--- src/rtl/core/kbd_pkg.sv ---
// Shared types and constants for the keyboard scan-code port.
// Used by kbd_ring and keyboard_scancode_fifo_port_unit; no dependencies.
`default_nettype none

package kbd_pkg;

  // Default ring depth in bytes; the ring holds at most depth - 1 bytes
  localparam int unsigned RING_DEPTH_DEF = 32;

  // Request kinds
  typedef enum logic [1:0] {
    ActRead  = 2'd0,
    ActWrite = 2'd1,
    ActKey   = 2'd2,
    ActNop   = 2'd3
  } action_e;

  // Result status codes
  typedef enum logic [1:0] {
    FaultNone   = 2'd0,
    FaultOffset = 2'd1,
    FaultIsrBit = 2'd2
  } fault_e;

  // Register byte offsets
  localparam logic [2:0] OffCsr = 3'd0;
  localparam logic [2:0] OffIsr = 3'd4;

  // Register bit masks
  localparam logic [15:0] RdrfBit   = 16'h0001;
  localparam logic [15:0] ClkEnBit  = 16'h8000;
  localparam logic [15:0] CsrRoMask = 16'h07FF;
  localparam logic [15:0] CsrRwMask = 16'hF800;

  // Scan-code prefixes
  localparam logic [7:0] PrefixExt = 8'hE0;
  localparam logic [7:0] PrefixUp  = 8'hF0;

  // Ring update for one request
  typedef struct packed {
    logic            en;          // request is being processed
    logic [1:0]      push_cnt;    // bytes to push, 0 to 3
    logic [2:0][7:0] push_bytes;  // byte 0 is pushed first
    logic            pop;         // take the head after the pushes
  } ring_ctrl_t;

  // Ring view after this request's pushes
  typedef struct packed {
    logic       avail;  // at least one byte held
    logic [7:0] head;   // oldest byte
  } ring_stat_t;

endpackage

`default_nettype wire

--- src/rtl/core/kbd_ring.sv ---
// Byte ring of the keyboard port: up to three pushes and one pop per request.
// Oldest byte is dropped on overflow. Depends on kbd_pkg.
`default_nettype none

module kbd_ring #(
  parameter int unsigned RING_DEPTH = kbd_pkg::RING_DEPTH_DEF
) (
  input  wire                     clk_i,
  input  wire                     rst_ni,
  input  kbd_pkg::ring_ctrl_t     ctrl_i,
  output kbd_pkg::ring_stat_t     stat_o
);
  import kbd_pkg::*;

  localparam int unsigned PW = $clog2(RING_DEPTH);

  // Advance a pointer with wrap at the ring depth
  function automatic logic [PW-1:0] ptr_inc(input logic [PW-1:0] p);
    logic [PW-1:0] r;
    if (p == PW'(RING_DEPTH - 1)) begin
      r = '0;
    end else begin
      r = p + PW'(1);
    end
    return r;
  endfunction

  logic [7:0]    ring_q [RING_DEPTH];
  logic [7:0]    ring_d [RING_DEPTH];
  logic [PW-1:0] wr_ptr_q, wr_ptr_d;
  logic [PW-1:0] rd_ptr_q, rd_ptr_d;
  logic [PW-1:0] nxt;
  logic [PW-1:0] rd_mid;

  // Apply pushes in order, then look at and optionally take the head
  always_comb begin
    ring_d   = ring_q;
    wr_ptr_d = wr_ptr_q;
    rd_ptr_d = rd_ptr_q;
    nxt      = '0;
    for (int k = 0; k < 3; k++) begin
      if (2'(k) < ctrl_i.push_cnt) begin
        ring_d[wr_ptr_d] = ctrl_i.push_bytes[k];
        nxt = ptr_inc(wr_ptr_d);
        if (nxt == rd_ptr_d) begin
          rd_ptr_d = ptr_inc(rd_ptr_d);
        end
        wr_ptr_d = nxt;
      end
    end
    rd_mid       = rd_ptr_d;
    stat_o.avail = (wr_ptr_d != rd_mid);
    stat_o.head  = ring_d[rd_mid];
    if (ctrl_i.pop && stat_o.avail) begin
      rd_ptr_d = ptr_inc(rd_mid);
    end
  end

  // Pointers
  always_ff @(posedge clk_i or negedge rst_ni) begin
    if (!rst_ni) begin
      wr_ptr_q <= '0;
      rd_ptr_q <= '0;
    end else if (ctrl_i.en) begin
      wr_ptr_q <= wr_ptr_d;
      rd_ptr_q <= rd_ptr_d;
    end
  end

  // Byte storage, no reset
  always_ff @(posedge clk_i) begin
    if (ctrl_i.en) begin
      ring_q <= ring_d;
    end
  end

endmodule

`default_nettype wire

--- src/rtl/core/keyboard_scancode_fifo_port_unit.sv ---
// Keyboard scan-code port: CSR/ISR bus registers in front of a byte ring.
// Depends on kbd_pkg and kbd_ring.
//
// Usage:
//   One input channel carries requests: a bus read, a bus write (offset 0
//   CSR, offset 4 ISR) or a key event with a mapped set-2 code. One output
//   channel returns one result per request: read data, interrupt raise and
//   lower strobes, and a fault code. Both channels use valid/stall; a
//   request moves at an edge where valid is high and stall is low.
//   The request lands in the input register first; the register and ring
//   update then happens together with the loading of the result register.
//   Throughput is one request per cycle while the receiver does not stall;
//   the single ring pass (up to three pushes and one pop) sets that figure.
//   Reset clears CSR, the receive-full flag and both ring pointers; ring
//   contents are not cleared. When the receiver stalls a valid result, the
//   result register holds, the input register holds behind it and
//   in_stall_o rises; an empty result register still takes the request
//   already waiting.
`default_nettype none

module keyboard_scancode_fifo_port_unit #(
  parameter int unsigned RING_DEPTH = kbd_pkg::RING_DEPTH_DEF
) (
  input  wire        clk_i,
  input  wire        rst_ni,
  // request channel
  input  wire        in_valid_i,
  output logic       in_stall_o,
  input  wire [1:0]  action_i,
  input  wire [2:0]  offset_i,
  input  wire [15:0] write_data_i,
  input  wire [7:0]  scan_code_i,
  input  wire        extended_i,
  input  wire        key_up_i,
  // result channel
  output logic       out_valid_o,
  input  wire        out_stall_i,
  output logic [15:0] read_data_o,
  output logic       irq_raise_o,
  output logic       irq_lower_o,
  output logic [1:0] fault_o
);
  import kbd_pkg::*;

  // Input register
  logic        in_valid_q;
  action_e     action_q;
  logic [2:0]  offset_q;
  logic [15:0] wdata_q;
  logic [7:0]  code_q;
  logic        ext_q;
  logic        up_q;

  // Result register
  logic        out_valid_q;
  logic [15:0] rdata_q, rdata_d;
  logic        raise_q, raise_d;
  logic        lower_q, lower_d;
  fault_e      fault_q, fault_d;

  // Block state
  logic [15:0] csr_q, csr_d;
  logic        rf_q, rf_d;

  logic        adv;
  logic        fire;
  ring_ctrl_t  ring_ctrl;
  ring_stat_t  ring_stat;

  // Handshake: the result register frees when empty or taken
  assign adv        = !out_valid_q || !out_stall_i;
  assign fire       = in_valid_q && adv;
  assign in_stall_o = in_valid_q && !adv;

  // Hold or load the input register
  always_ff @(posedge clk_i or negedge rst_ni) begin
    if (!rst_ni) begin
      in_valid_q <= 1'b0;
    end else if (!in_stall_o) begin
      in_valid_q <= in_valid_i;
    end
  end

  always_ff @(posedge clk_i) begin
    if (in_valid_i && !in_stall_o) begin
      action_q <= action_e'(action_i);
      offset_q <= offset_i;
      wdata_q  <= write_data_i;
      code_q   <= scan_code_i;
      ext_q    <= extended_i;
      up_q     <= key_up_i;
    end
  end

  // Decode the request and compute the next register state
  always_comb begin
    csr_d     = csr_q;
    rf_d      = rf_q;
    rdata_d   = '0;
    raise_d   = 1'b0;
    lower_d   = 1'b0;
    fault_d   = FaultNone;
    ring_ctrl = '0;
    ring_ctrl.en = fire;

    unique case (action_q)
      ActRead: begin
        if (offset_q == OffCsr) begin
          rdata_d = csr_q;
        end else if (offset_q == OffIsr) begin
          rdata_d = rf_q ? RdrfBit : 16'h0000;
        end else begin
          fault_d = FaultOffset;
        end
      end
      ActWrite: begin
        if (offset_q == OffCsr) begin
          csr_d = (csr_q & CsrRoMask) | (wdata_q & CsrRwMask);
        end else if (offset_q == OffIsr) begin
          if ((wdata_q & ~RdrfBit) != 16'h0000) begin
            fault_d = FaultIsrBit;
          end else if ((wdata_q & RdrfBit) != 16'h0000 && rf_q) begin
            // acknowledge, then deliver the next byte if any
            lower_d       = 1'b1;
            rf_d          = 1'b0;
            ring_ctrl.pop = 1'b1;
            if (ring_stat.avail) begin
              raise_d = 1'b1;
              rf_d    = 1'b1;
              csr_d   = (csr_q & CsrRwMask) | {8'h00, ring_stat.head};
            end
          end
        end else begin
          fault_d = FaultOffset;
        end
      end
      ActKey: begin
        if ((csr_q & ClkEnBit) != 16'h0000) begin
          // push prefixes then the code
          priority if (ext_q && up_q) begin
            ring_ctrl.push_cnt   = 2'd3;
            ring_ctrl.push_bytes = {code_q, PrefixUp, PrefixExt};
          end else if (ext_q) begin
            ring_ctrl.push_cnt   = 2'd2;
            ring_ctrl.push_bytes = {8'h00, code_q, PrefixExt};
          end else if (up_q) begin
            ring_ctrl.push_cnt   = 2'd2;
            ring_ctrl.push_bytes = {8'h00, code_q, PrefixUp};
          end else begin
            ring_ctrl.push_cnt   = 2'd1;
            ring_ctrl.push_bytes = {8'h00, 8'h00, code_q};
          end
          // deliver when the receive register is free
          if (!rf_q) begin
            ring_ctrl.pop = 1'b1;
            if (ring_stat.avail) begin
              raise_d = 1'b1;
              rf_d    = 1'b1;
              csr_d   = (csr_q & CsrRwMask) | {8'h00, ring_stat.head};
            end
          end
        end
      end
      ActNop: begin
      end
      default: begin
      end
    endcase
  end

  kbd_ring #(
    .RING_DEPTH (RING_DEPTH)
  ) u_ring (
    .clk_i  (clk_i),
    .rst_ni (rst_ni),
    .ctrl_i (ring_ctrl),
    .stat_o (ring_stat)
  );

  // Advance registers and result valid
  always_ff @(posedge clk_i or negedge rst_ni) begin
    if (!rst_ni) begin
      csr_q       <= '0;
      rf_q        <= 1'b0;
      out_valid_q <= 1'b0;
    end else begin
      if (fire) begin
        csr_q <= csr_d;
        rf_q  <= rf_d;
      end
      if (adv) begin
        out_valid_q <= in_valid_q;
      end
    end
  end

  // Result payload
  always_ff @(posedge clk_i) begin
    if (fire) begin
      rdata_q <= rdata_d;
      raise_q <= raise_d;
      lower_q <= lower_d;
      fault_q <= fault_d;
    end
  end

  assign out_valid_o = out_valid_q;
  assign read_data_o = rdata_q;
  assign irq_raise_o = raise_q;
  assign irq_lower_o = lower_q;
  assign fault_o     = fault_q;

endmodule

`default_nettype wire
--- config.mk ---
export PLATFORM = sky130hd
export DESIGN_NAME = keyboard_scancode_fifo_port_unit
export DESIGN_NICKNAME = d
export VERILOG_FILES = /design/src/rtl/core/kbd_pkg.sv /design/src/rtl/core/kbd_ring.sv /design/src/rtl/core/keyboard_scancode_fifo_port_unit.sv
export SDC_FILE = /design/constraint.sdc
export NUM_CORES = 1
export LEC_CHECK = 0
export BUFFER_PORTS_ARGS = -buffer_cell sky130_fd_sc_hd__buf_2
export CAP_MARGIN = 10
export CORE_ASPECT_RATIO = 2
export CORE_MARGIN = 2
export CORE_UTILIZATION = 38
export CTS_BUF_LIST = sky130_fd_sc_hd__clkbuf_16
export DETAILED_ROUTE_END_ITERATION = 16
export GPL_ROUTABILITY_DRIVEN = 0
export PLACE_DENSITY = 0.63
export RECOVER_POWER = 50
export SLEW_MARGIN = 20
export SYNTH_ARGS = -nofsm -noshare
export SYNTH_HDL_FRONTEND = slang
export SYNTH_HIERARCHICAL = 1
export SYNTH_SLANG_ARGS = --single-unit
--- constraint.sdc ---
create_clock -name clk_i -period 8.74 [get_ports clk_i]
set_input_delay 0.874 -clock clk_i [delete_from_list [all_inputs] [get_ports clk_i]]
set_output_delay 0.874 -clock clk_i [all_outputs]
set_load 0.01 [all_outputs]
== After elaboration in Yosys (flattened, before gate mapping) ==
Index checks and enable logic that the tools add are counted.
Widths: inputs -> output; s select.
Word-level totals
  register bits after elaboration: 336
  output and inout bits: 22
  word-level logic and storage cells: 197
Operators by class
  $add $sub $neg: 7
  magnitude comparators: 10
  equality and inequality tests: 25
  muxes and demuxes: 79
  bitwise operators: 6
  reductions and logical operators: 21
Operators with widths (number)
  $bwmux 256: 3
  $mux 256: 3
  $mux 16: 9
  $demux 8 s5: 3
  $mux 26: 4
  $mux 5: 20
  $bmux 8 s5: 1
  $mux 8: 5
  $add 5x1->5 const B: 7
  $eq 5x5->1 const B: 7
  $pmux 16 s2: 1
  $mux 27: 1
  $ge 6x6->1 const B: 4
  $not 5->6: 4
  $mux 1: 22
  $lt 6x1->1 const B: 3
  $or 11x16->16: 1
  $or 16x8->16: 1
  $reduce_bool 16->1: 1
  $eq 5x5->1: 3
  $ne 2x2->1 const B: 7
  $ne 3x3->1 const B: 4
  $logic_and 1x1->1: 9
  $reduce_and 9->1: 1
  16 further kinds: 24

== Logic depth before layout (Yosys ltp) ==
  word-level depth: 29
  gate-level depth with buffers: 40
  gate-level depth less buffers: 31

== Modules after synthesis ==
The synthesis kept the hierarchy.
Modules (own cells, without submodules)
  kbd_ring: instances 1, cells an instance 2307, area each 21486.9 µm², sequential area each 7937.6 µm²
  keyboard_scancode_fifo_port_unit: instances 1, cells an instance 211, area each 2758.9 µm², sequential area each 1841.8 µm²

== Worst setup path after synthesis ==
OpenSTA, ideal clock, no wires.
  kind: input to register
  from: input out_stall_i
  to: register u_ring.rd_ptr_q[2]
  setup time: 0.141 ns
  arrival time: 7.213 ns
  data required time: 8.599 ns
  slack: 1.386 ns
  stages: 6
  path buffers: 2
  cell sequence: nand2_1 nand2_1 inv_1 clkbuf_1 clkbuf_1 a31oi_1
On the way
  cells in the longest elaborated chain, start to end: 3
Ends and longest elaborated chain
  start: declaration: RTL line keyboard_scancode_fifo_port_unit.sv:37  | input wire out_stall_i,
  $logic_not 1->1: RTL line keyboard_scancode_fifo_port_unit.sv:71  | assign adv = !out_valid_q || !out_stall_i;
  $logic_or 1x1->1: RTL line keyboard_scancode_fifo_port_unit.sv:71
  $logic_and 1x1->1: RTL line keyboard_scancode_fifo_port_unit.sv:72  | assign fire = in_valid_q && adv;
  net fire: RTL line keyboard_scancode_fifo_port_unit.sv:66  | logic fire;
  end signal: assignment: RTL line kbd_ring.sv:66  | rd_ptr_q <= rd_ptr_d;
  end: declaration: RTL line kbd_ring.sv:31  | logic [PW-1:0] rd_ptr_q, rd_ptr_d;
The timed path passes the listed nets, and every way through them passes these cells.
A chain may end at the register's enable or synchronous reset.

==> impl_results.html <==
<table>
<tr><th>Metric</th><th>Value</th></tr>
<tr><th colspan="2">Status</th></tr>
<tr><td>Violations in the final reports</td><td>max-capacitance violations, max-slew violations</td></tr>
<tr><td>Result of the run</td><td>finished, violations left</td></tr>
<tr><th colspan="2">STA</th></tr>
<tr><td>WHS</td><td>0.488 ns</td></tr>
<tr><td>Final period utilization</td><td>0.952</td></tr>
<tr><td>Max-slew violation count</td><td>246</td></tr>
<tr><td>Setup violators final</td><td>0</td></tr>
<tr><td>RSZ-0062 raised after global routing</td><td>false</td></tr>
<tr><td>Post-layout worst setup margin</td><td>0.420 ns</td></tr>
<tr><td>Highest clock rate</td><td>0.120 GHz</td></tr>
<tr><td>Worst clock skew</td><td>0.0265 ns</td></tr>
<tr><td>Final critical path time including I/O delays and setup</td><td>8.32 ns</td></tr>
<tr><td>Worst Tran Pin Value</td><td>3.50 ns</td></tr>
<tr><td>Hold Vio Cnt, Final</td><td>0</td></tr>
<tr><td>Worst max-slew margin expressed relative to the limit</td><td>-1.34</td></tr>
<tr><td>Setup_tns</td><td>0 ns</td></tr>
<tr><th colspan="2">Floorplan</th></tr>
<tr><td>Die Span X</td><td>183 um</td></tr>
<tr><td>Die Span Y</td><td>361 um</td></tr>
<tr><td>Total die area</td><td>0.0660 mm^2</td></tr>
<tr><td>Core Box Area</td><td>0.0634 mm^2</td></tr>
<tr><td>Floorplan row count</td><td>131</td></tr>
<tr><td>Starting density of the core</td><td>0.382</td></tr>
<tr><td>Count of pins on the block boundary</td><td>57</td></tr>
<tr><th colspan="2">Worst setup path</th></tr>
<tr><td>Data required time of the critical path</td><td>9.15 ns</td></tr>
<tr><td>CP max FO</td><td>50</td></tr>
<tr><td>Master of the slowest instance on the critical path</td><td>sky130_fd_sc_hd__mux2i_1</td></tr>
<tr><td>Setup CP Type</td><td>reg -&gt; reg</td></tr>
<tr><td>Critical Path AT</td><td>8.73 ns</td></tr>
<tr><td>Delay contributed by the slowest stage of the critical path</td><td>0.57 ns</td></tr>
<tr><td>Nature of the critical path startpoint</td><td>flop</td></tr>
<tr><td>Type of element capturing the critical path</td><td>flop</td></tr>
<tr><td>Cell occurring most often along the worst timing path</td><td>sky130_fd_sc_hd__ha_1</td></tr>
<tr><th colspan="2">Global route</th></tr>
<tr><td>Largest net degree at the start of global routing</td><td>132</td></tr>
<tr><td>First-pass GRT wire length</td><td>125 mm</td></tr>
<tr><td>Gr ovfl total</td><td>0</td></tr>
<tr><td>Number of global-route vias before repair</td><td>19370</td></tr>
<tr><td>Overall track demand over capacity in global routing</td><td>0.252</td></tr>
<tr><td>Initial antenna violation count</td><td>2</td></tr>
<tr><th colspan="2">Clock tree</th></tr>
<tr><td>CTS buffer count</td><td>35</td></tr>
<tr><td>Count of H-tree levels built during CTS</td><td>2</td></tr>
<tr><td>Max clock buf depth</td><td>3</td></tr>
<tr><td>CTS tree</td><td>built</td></tr>
<tr><td>Clock latency on the worst-skew pair</td><td>0.56 ns</td></tr>
<tr><td>Clk root buf</td><td>sky130_fd_sc_hd__clkbuf_16</td></tr>
<tr><td>Setup Fix Bufs, Post-CTS</td><td>0</td></tr>
<tr><td>Total clock sinks</td><td>330</td></tr>
<tr><td>Clk pin slew, worst setup/hold paths</td><td>0.07 ns</td></tr>
<tr><th colspan="2">Yosys</th></tr>
<tr><td>Number of storage elements in the synthesis netlist</td><td>330</td></tr>
<tr><td>Seq/Total Area, Yosys</td><td>0.403</td></tr>
<tr><td>Count of cell types in the netlist</td><td>94</td></tr>
<tr><td>Post-synthesis instance area</td><td>0.0242 mm^2</td></tr>
<tr><td>Average size of a mapped cell</td><td>9.63 um^2</td></tr>
<tr><td>Gate count of the mapped netlist</td><td>2518</td></tr>
<tr><td>Post-synthesis async set-or-reset flop share</td><td>0.0788</td></tr>
<tr><td>Syn. warnings</td><td>6</td></tr>
<tr><td>EDFF count, synth</td><td>304</td></tr>
<tr><td>Synth Flop Type</td><td>sky130_fd_sc_hd__edfxtp_1</td></tr>
<tr><th colspan="2">Place</th></tr>
<tr><td>IO buf count</td><td>53</td></tr>
<tr><td>Pre-CTS worst setup slack</td><td>0.608 ns</td></tr>
<tr><td>Final HPWL DP</td><td>54.4 mm</td></tr>
<tr><th colspan="2">Detailed routing</th></tr>
<tr><td>DR vias/cell</td><td>6.17</td></tr>
<tr><td>Routed len/inst</td><td>25.8 um</td></tr>
<tr><td>DRC viols</td><td>0</td></tr>
<tr><td>Vias</td><td>20439</td></tr>
<tr><td>First-pass DRT Iterations</td><td>8</td></tr>
<tr><td>DRT antenna net count</td><td>0</td></tr>
<tr><td>Total Routed Length</td><td>85.3 mm</td></tr>
<tr><td>First DRT Iteration DRCs</td><td>2654</td></tr>
<tr><th colspan="2">Pwr</th></tr>
<tr><td>Highest ir drop seen on vdd</td><td>151 uV</td></tr>
<tr><td>Power Dens Cells</td><td>191 mW/mm^2</td></tr>
<tr><td>Static leakage power</td><td>9.92 nW</td></tr>
<tr><th colspan="2">Final layout</th></tr>
<tr><td>Layout net count</td><td>2553</td></tr>
<tr><td>Antenna cell count</td><td>0</td></tr>
<tr><td>Commonest cells after routing, fill and taps aside</td><td>363 x sky130_fd_sc_hd__mux2i_1, 304 x sky130_fd_sc_hd__edfxtp_1, 294 x sky130_fd_sc_hd__nor2_1, 294 x sky130_fd_sc_hd__nand2_1, 221 x sky130_fd_sc_hd__mux2_2</td></tr>
<tr><td>Most common cell after layout, fill and taps aside</td><td>sky130_fd_sc_hd__mux2i_1</td></tr>
<tr><td>Layout cells sized above 1</td><td>0.169</td></tr>
<tr><td>Layout-stage area growth over the synthesis result</td><td>8.75%</td></tr>
<tr><th colspan="2">Flow run</th></tr>
<tr><td>Max-capacitance violation count</td><td>6</td></tr>
<tr><th colspan="2">Min path</th></tr>
<tr><td>Min-delay worst type</td><td>reg -&gt; reg</td></tr>
</table>
==> per-layer routing <==
metal  track usage  up-vias  wire [um]
met1         0.318     9740      32900
met3        0.0494      330       8040
li1              -     9149          -
met5             0        -          0
met2         0.393     1220      38200
met4         0.160        0       6240
==> power by group <==
part           leakage [nW]  switching [mW]  internal [mW]  total [mW]
clock network         0.556           0.682          0.798        1.48
registers              3.02          0.0846           1.89        1.97
logic                  6.34            1.01          0.580        1.59
==> cell families (layout without fill, tap and decap cells) <==
kind of cell,Yosys count,after routing,synth area share
adders and majority gates,28,28,0.0144
other,1,3,0.000155
muxes,594,594,0.258
xor gates and xnor gates,26,26,0.00970
buffers and inverters,234,229,0.0442
and+or+nand+nor,798,798,0.146
AOI/OAI and AO/OA,507,507,0.124
DFF,330,330,0.403
==> Yosys cell counts, types with 13 or more instances <==
library cell	count	area share
sky130_fd_sc_hd__a21oi_1	158	0.033
sky130_fd_sc_hd__o221ai_1	14	0.0051
sky130_fd_sc_hd__mux2_2	221	0.10
sky130_fd_sc_hd__nand2_1	294	0.046
sky130_fd_sc_hd__xnor2_1	16	0.0058
sky130_fd_sc_hd__nor3_1	35	0.0072
sky130_fd_sc_hd__dfrtp_1	26	0.027
sky130_fd_sc_hd__nand3_1	25	0.0052
sky130_fd_sc_hd__o21ai_0	202	0.042
sky130_fd_sc_hd__and2_1	16	0.0041
sky130_fd_sc_hd__nor2_1	304	0.047
sky130_fd_sc_hd__nor3b_1	14	0.0043
sky130_fd_sc_hd__edfxtp_1	304	0.38
sky130_fd_sc_hd__o22ai_1	18	0.0046
sky130_fd_sc_hd__ha_1	28	0.014
sky130_fd_sc_hd__and3_1	31	0.0080
sky130_fd_sc_hd__inv_1	44	0.0068
sky130_fd_sc_hd__o32ai_1	13	0.0047
sky130_fd_sc_hd__o211ai_1	20	0.0062
sky130_fd_sc_hd__mux2i_1	364	0.15
sky130_fd_sc_hd__clkbuf_1	147	0.023
sky130_fd_sc_hd__buf_2	18	0.0037
==> area by class of cell <==
type                    count  area [um^2]
flip-flops and latches    330         9780
well taps                 798          998
repair buffers            122          786
multi-input cells        1956        13500
fillers                  6080        37100
clock inverters            27          219
clock buffers              35          876
inverters                  45          181
==> worst max-delay path: cells and delay by family, from the launching register on <==
kind | cells | cell delay (ns)
adder cells (fa/ha/maj) | 6 | 2.04
multiplexers | 5 | 1.35
AND/OR/NAND/NOR | 10 | 1.85
AO/OA/AOI/OAI | 4 | 0.91
buffers and inverters | 5 | 1.42
flip-flops | 1 | 0.51
==> path summary, 6_finish.rpt <==
path / cells after the start / to / slack [ns] / start
max in group asynchronous: 1 / csr_q[6] / 6.86 / rst_ni
max reg2reg: 30 / csr_q[1] / 0.42 / u_ring/wr_ptr_q[0]
min: 1 / out_valid_o / 0.49 / in_valid_q
max: 30 / csr_q[1] / 0.42 / u_ring/wr_ptr_q[0]
min in group asynchronous: 1 / out_valid_o / 0.80 / rst_ni
min reg2reg: 1 / out_valid_o / 0.49 / in_valid_q
==> repair_timing <==
action,CTS,global route
hold buffers,0,0
resized for setup,0,1
setup endpoints to repair,0,1
==> stage by stage <==
stage	instances	power [mW]	cell area (um^2)	utilization
3_3_place_gp	3249	3.52	25300	0.398
2_1_floorplan	2520	3.16	24300	-
3_5_place_dp	3249	3.55	25300	0.398
4_1_cts	3311	5.02	26400	0.416
5_1_grt	3313	5.23	26400	0.416
6_report	3313	5.05	26400	0.416
==> state kept, by name (all words and copies together), names as in the netlist <==
signal / flops
code_q: 8
in_valid_q: 1
offset_q: 3
ext_q: 1
u_ring/rd_ptr_q: 5
out_valid_o: 1
rf_q: 1
csr_q: 13
irq_raise_o: 1
action_q: 2
wdata_q: 16
u_ring/wr_ptr_q: 5
irq_lower_o: 1
read_data_o: 13
fault_o: 2
u_ring/ring_q: 256
up_q: 1
Note: power is estimated with default switching activity, not from simulation.
